### src/rtl/fpa_pkg.sv
// Shared types and constants for the Q24.8 fixed-point ALU.
// No dependencies; imported by every module of the block.

package fpa_pkg;

    localparam int FRAC_BITS = 8;
    localparam int WORD_BITS = 32;
    localparam int FIELD_W   = 32;

    // Operands are wrapped to the word width when it is narrower than the field
    localparam int OP_W   = (WORD_BITS < FIELD_W) ? WORD_BITS : FIELD_W;
    localparam int DVD_W  = OP_W + FRAC_BITS;
    localparam int MAX1_W = (2 * OP_W > DVD_W) ? 2 * OP_W : DVD_W;
    localparam int MAX2_W = (MAX1_W > WORD_BITS) ? MAX1_W : WORD_BITS;
    localparam int CALC_W = MAX2_W + 2;

    localparam int Q_DEPTH = 4;
    localparam int Q_AW    = $clog2(Q_DEPTH);

    typedef enum logic [3:0] {
        OP_ADD      = 4'd0,
        OP_SUB      = 4'd1,
        OP_MUL      = 4'd2,
        OP_DIV      = 4'd3,
        OP_GT       = 4'd4,
        OP_LT       = 4'd5,
        OP_GE       = 4'd6,
        OP_LE       = 4'd7,
        OP_EQ       = 4'd8,
        OP_NE       = 4'd9,
        OP_MIN      = 4'd10,
        OP_MAX      = 4'd11,
        OP_INC      = 4'd12,
        OP_DEC      = 4'd13,
        OP_INT2FIX  = 4'd14,
        OP_FIX2INT  = 4'd15
    } t_fpa_op;

    typedef enum logic [1:0] {
        ST_OK   = 2'd0,
        ST_OVF  = 2'd1,
        ST_DIVZ = 2'd2
    } t_fpa_status;

    typedef enum logic [1:0] {
        KIND_ALU = 2'd0,
        KIND_MUL = 2'd1,
        KIND_DIV = 2'd2
    } t_fpa_kind;

    typedef struct packed {
        logic [3:0]         opcode;
        logic signed [31:0] operand_a;
        logic signed [31:0] operand_b;
    } t_fpa_in;

    typedef struct packed {
        logic signed [31:0] result_value;
        logic               compare_true;
        logic [1:0]         status;
    } t_fpa_out;

    // Classified operation as held in the queue
    typedef struct packed {
        t_fpa_op                op;
        t_fpa_kind              kind;
        logic                   neg;
        logic signed [OP_W-1:0] a;
        logic signed [OP_W-1:0] b;
        logic [OP_W-1:0]        mag_a;
        logic [OP_W-1:0]        mag_b;
    } t_fpa_task;

    typedef struct packed {
        logic full;
        logic empty;
    } t_fpa_qstat;

endpackage

### src/rtl/fpa_front.sv
// Front end: takes input transfers, wraps operands and classifies the operation.
// Depends on fpa_pkg; feeds fpa_queue.

module fpa_front
    import fpa_pkg::*;
(
    input  logic       i_clk,
    input  logic       i_rst_n,
    input  logic       i_in_valid,
    input  t_fpa_in    i_in_data,
    output logic       o_in_stall,
    input  t_fpa_qstat i_qstat,
    output logic       o_push,
    output t_fpa_task  o_task
);

    logic      r_vld;
    t_fpa_task r_task;
    t_fpa_task n_task;

    logic signed [OP_W-1:0] a_w;
    logic signed [OP_W-1:0] b_w;

    always_comb begin
        a_w = OP_W'(i_in_data.operand_a);
        b_w = OP_W'(i_in_data.operand_b);
        n_task.op    = t_fpa_op'(i_in_data.opcode);
        n_task.a     = a_w;
        n_task.b     = b_w;
        n_task.neg   = a_w[OP_W-1] ^ b_w[OP_W-1];
        // magnitude of the most negative value still fits unsigned
        n_task.mag_a = a_w[OP_W-1] ? OP_W'(-a_w) : OP_W'(a_w);
        n_task.mag_b = b_w[OP_W-1] ? OP_W'(-b_w) : OP_W'(b_w);
        if (n_task.op == OP_MUL) begin
            n_task.kind = KIND_MUL;
        end else if (n_task.op == OP_DIV && b_w != '0) begin
            n_task.kind = KIND_DIV;
        end else begin
            n_task.kind = KIND_ALU;
        end
    end

    assign o_push     = r_vld && !i_qstat.full;
    assign o_in_stall = r_vld && i_qstat.full;
    assign o_task     = r_task;

    always_ff @(posedge i_clk) begin
        if (!i_rst_n) begin
            r_vld <= 1'b0;
        end else if (!o_in_stall) begin
            r_vld <= i_in_valid;
        end
        if (!o_in_stall && i_in_valid) begin
            r_task <= n_task;
        end
    end

endmodule

### config.mk
export PLATFORM = sky130hd
export DESIGN_NAME = fpa_front
export DESIGN_NICKNAME = d
export VERILOG_FILES = /design/src/rtl/fpa_pkg.sv /design/src/rtl/fpa_front.sv
export SDC_FILE = /design/constraint.sdc
export NUM_CORES = 1
export LEC_CHECK = 0
export BUFFER_PORTS_ARGS = -buffer_cell sky130_fd_sc_hd__buf_2
export CORE_ASPECT_RATIO = 0.7
export CORE_MARGIN = 2
export CORE_UTILIZATION = 40
export DETAILED_ROUTE_END_ITERATION = 7
export PLACE_DENSITY_LB_ADDON = 0.12
export SLEW_MARGIN = 10
export SYNTH_ARGS = -nofsm -noshare
export SYNTH_HDL_FRONTEND = slang
export SYNTH_SLANG_ARGS = --single-unit
### constraint.sdc
create_clock -name i_clk -period 10 [get_ports i_clk]
set_input_delay 1.5 -clock i_clk [delete_from_list [all_inputs] [get_ports i_clk]]
set_output_delay 1.5 -clock i_clk [all_outputs]
set_load 0.02 [all_outputs]
* Word-level counts from Yosys, hierarchy flattened
Cells that the tools add are included.
Word-level totals: flip-flop bits (word level) 136, output and inout port bits 137, input port bits 73, logic and storage cells 25
Operators by class: equality and inequality tests 2, muxes and demuxes 3, $add $sub $neg 2, reduce and logical (&&, ||, !) cells 7, bitwise gates (word level) 1
Operator list (count):
- negation 32 bit | 2
- two-way mux 31 bit | 2
- nonzero test 32 bit | 1
- equality test 4 x 2 -> 1 bit, second input constant | 2
- logical AND 1 bit | 4
- zero test 1 bit | 2
- two-way mux 2 bit | 1
- XOR 1 bit | 1

* Longest topological paths before layout
depth in word-level cells 3, gate-level depth with buffers 6, gate-level depth less buffers 6

* Worst setup path after synthesis
No wires, ideal clock.
path kind in2reg, from input i_qstat[1] (netlist bit), to register r_task (netlist bit o_task[100]), enable pin, data arrival time 7.588 ns, stages on the path 2, setup slack 1.772 ns, cell sequence and2_1 -> nor2b_1
Between the ends: cells in the longest elaborated chain, start to end 3
RTL lines:
- start, declared | line fpa_front.sv:12 | input t_fpa_qstat i_qstat,
- logical AND 1 bit | line fpa_front.sv:44 | assign o_in_stall = r_vld && i_qstat.full;
- zero test 1 bit | line fpa_front.sv:53 | if (!o_in_stall && i_in_valid) begin
- logical AND 1 bit | line fpa_front.sv:53
- end signal, assigned | line fpa_front.sv:54 | r_task <= n_task;
- end, declared | line fpa_front.sv:18 | t_fpa_task r_task;
No other way between the ends. A chain may end at the register's enable or synchronous reset.

* Final worst setup path
from input i_qstat[1] (netlist bit), to output o_in_stall
Between the ends: cells in the longest elaborated chain, start to end 1
RTL lines:
- logical AND 1 bit | line fpa_front.sv:44
- end, declared | line fpa_front.sv:11 | output logic o_in_stall,
No other way between the ends.

==> results.md <==
* Seq cells post-synth at between 100 and 150
* Synth Warn # at 0
* Multi-input gate area at around 1400 um^2
* Max Fclk at around 0.29 GHz
* Worst-path clk slew at roughly 0.060 ns
* Syn avg cell area at 15.8 um^2
* Setup ws final at roughly 6.5 ns
* Commonest non-fill, non-tap cells in the layout: buf_2 (208), edfxtp_1 (133), xnor2_1 (56), nand2_1 (21)
* Critical path type: in2out
* Mapped Cells at 348
* PortBufs at 208
* Nets at between 600 and 700
* CTS sink count at around 130
* Largest net degree at the start of global routing at 75
* Latest clock arrival within the worst-skew pair at ~0.41 ns
* Die X at between 100 and 150 um
* Largest family of logic cells by synthesized area: XOR/XNOR gates
* Final Hold Fails at 0
* Post-route setup TNS at 0 ns
* Skew final at about 0.0081 ns
* Filler Cell Count at 1,140
* Min-Delay Path Class: reg2reg
* Routed wire per std cell at around 17 um
* TritonCTS Buffers at 17
* Met2 wire len at ~5600 um
* P_leak at about 2.8 nW
* H-tree Lvls at 4
* Tot GR Track Use at between 10% and 20%
* Seq/Total Area, Yosys at 72.9%
* CP startpoint kind: input port
* Drt initial violations at 245
* Layout Utilization at a little under three fifths
* Compound-Gate Fraction of Synth Area at 6.77%
* Area growth syn-to-layout at 33.0%
* Post-synthesis mux area share at 0%
* Yosys top cell by area: edfxtp_1
* Core ar. at ~13,000 um^2
* GRT overflow at 0
* First-pass DRT Iterations at 6
* Routed WL at around 13,000 um
* Fin crit share at 34.8%
* Routability cong. at roughly 0.75
* Leading cell type in the layout, fill and taps excluded: buf_2
* Max VDD drop at 122 uV
* Die area at 14,700 um^2
* # DRC at 0
* Vias in the first global route at around 3,600
* Max_cap viols at 0
* WHS at between 0.6 and 0.7 ns
* Minimum clock period at roughly 3.5 ns
* Design area at 7320 um^2
* EDFF count, synth at roughly 130
* CTS Hold Bufs at 0
* # IOs at 210
* Placed cell area at a little under 7000 um^2
* Share of cells above drive strength 1 at 43.3%
* Adder-Cell Fraction of Synth Area at 0.909%
* CTS root buf: clkbuf_16
* Initial core utilization at between 40% and 50%
* Slew headroom at a little under two fifths
* CTS resizes at 0
* Critical Path RT at 8.50 ns
* Worst setup EP type: output pin
* Pre-CTS WS at roughly 6.2 ns
* Largest buffer count on any clock path at 2
* Final setup vio count at 0
* Post-DP HPWL at ~9200 um
* Simple-gate share of the synthesized area at 8.54%
* Share of the synthesized area in the top cell type at between 70 and 80%
* First-pass GRT wire length at about 19,000 um
* RSZ-0062 raised after global routing: no
* Asr flop ratio synth at 0%
* Synthesized area at ~5500 um^2
* Top Metal Used: met4
* Crit path DAT at approximately 2.0 ns
* CTS tree: built
* Chip height at 102 um
* Distinct cells, synth at 35
* Outcome: completed
* Vias at around 3,800
* Sequential Area at between 4000 and 5000 um^2
* Slew Viols, Final at 0
* Num rows at 35
* Synth Area in XOR/XNOR at under 10%
* Syn Nets at between 400 and 500
* WL met1 at between 6000 and 7000 um
* Vias per cell at just under 5
* Max FO, Critical Path at 3
* Antenna Cells at 0
* Post-CTS Setup Bufs at 0
* Synth top area cells: edfxtp_1 (73%), xnor2_1 (8.9%), o41ai_1 (2.7%)
* DRT antenna net count at 0
* Initial antenna violation count at 0
* Measured slew at the worst slew-check pin at 0.942 ns
* Main synth FF type: edfxtp_1
* Power Dens Cells at around 200 nW/um^2
* Met3 WL at roughly 1100 um
==> layout make-up <==
type / instances / area share (%)
flip-flops and latches: 134 / 54.8
well taps: 185 / 3.16
clock buffers: 18 / 5.86
multi-input cells: 198 / 19.4
inverters: 5 / 0.256
clock inverters: 14 / 2.05
repair buffers: 211 / 14.5
==> logic make-up after synthesis <==
family	count (synthesis)
buf+inv	16
fa+ha+maj	4
flops	134
xor+xnor	59
compound gates	52
simple gates	83
==> where the power goes <==
group	leakage [nW]	total, W	switching (W)	internal [W]
sequential	1.30	0.000676	0.00000879	0.000667
clock	0.267	0.000609	0.000240	0.000368
combinational	1.21	0.000174	0.000116	0.0000584
==> metal layers <==
metal	GRT usage [%]	up-vias
met5	0	-
met4	6.05	0
met3	6.00	9
met2	25.3	140
met1	25.1	1814
li1	-	1795
==> sequential cells by signal, indices dropped and copies added, names as in the netlist <==
name and cells:
r_vld 1, o_task 133
==> Yosys cell counts, types with 2 or more instances <==
cell,count
buf_4,2
buf_6,2
clkbuf_1,7
edfxtp_1,133
ha_1,4
inv_1,5
nand2_1,21
nand2b_1,6
nand3_1,4
nand3b_1,2
nand4_1,4
nor2_1,8
nor2b_1,2
nor3_1,9
nor4_1,5
nor4b_1,2
o21ai_0,14
o31ai_1,17
o41ai_1,17
or2_2,2
or3_1,6
or3_2,2
or4_1,3
or4_4,3
xnor2_1,56
xor2_1,3
==> stage by stage <==
step | total power [W] | instances
after floorplan | 0.000795 | 348
after global placement | 0.000860 | 733
after detailed placement | 0.000864 | 733
after CTS | 0.00147 | 765
after global routing | 0.00151 | 765
final | 0.00146 | 765
==> path summary, 6_finish.rpt <==
path              startpoint    endpoint  slack, ns  cells after the start
setup / recovery  i_qstat[1]  o_in_stall       6.52                      3
hold / removal         r_vld       r_vld       0.66                      2
setup reg to reg       r_vld  o_task[99]       7.49                      4
hold reg to reg        r_vld       r_vld       0.66                      2
==> critical path, stage by stage <==
cell and delay (ns):
buf_2 0.08, and2_1 0.20, buf_2 0.19
(Power assumes the default switching activity.)
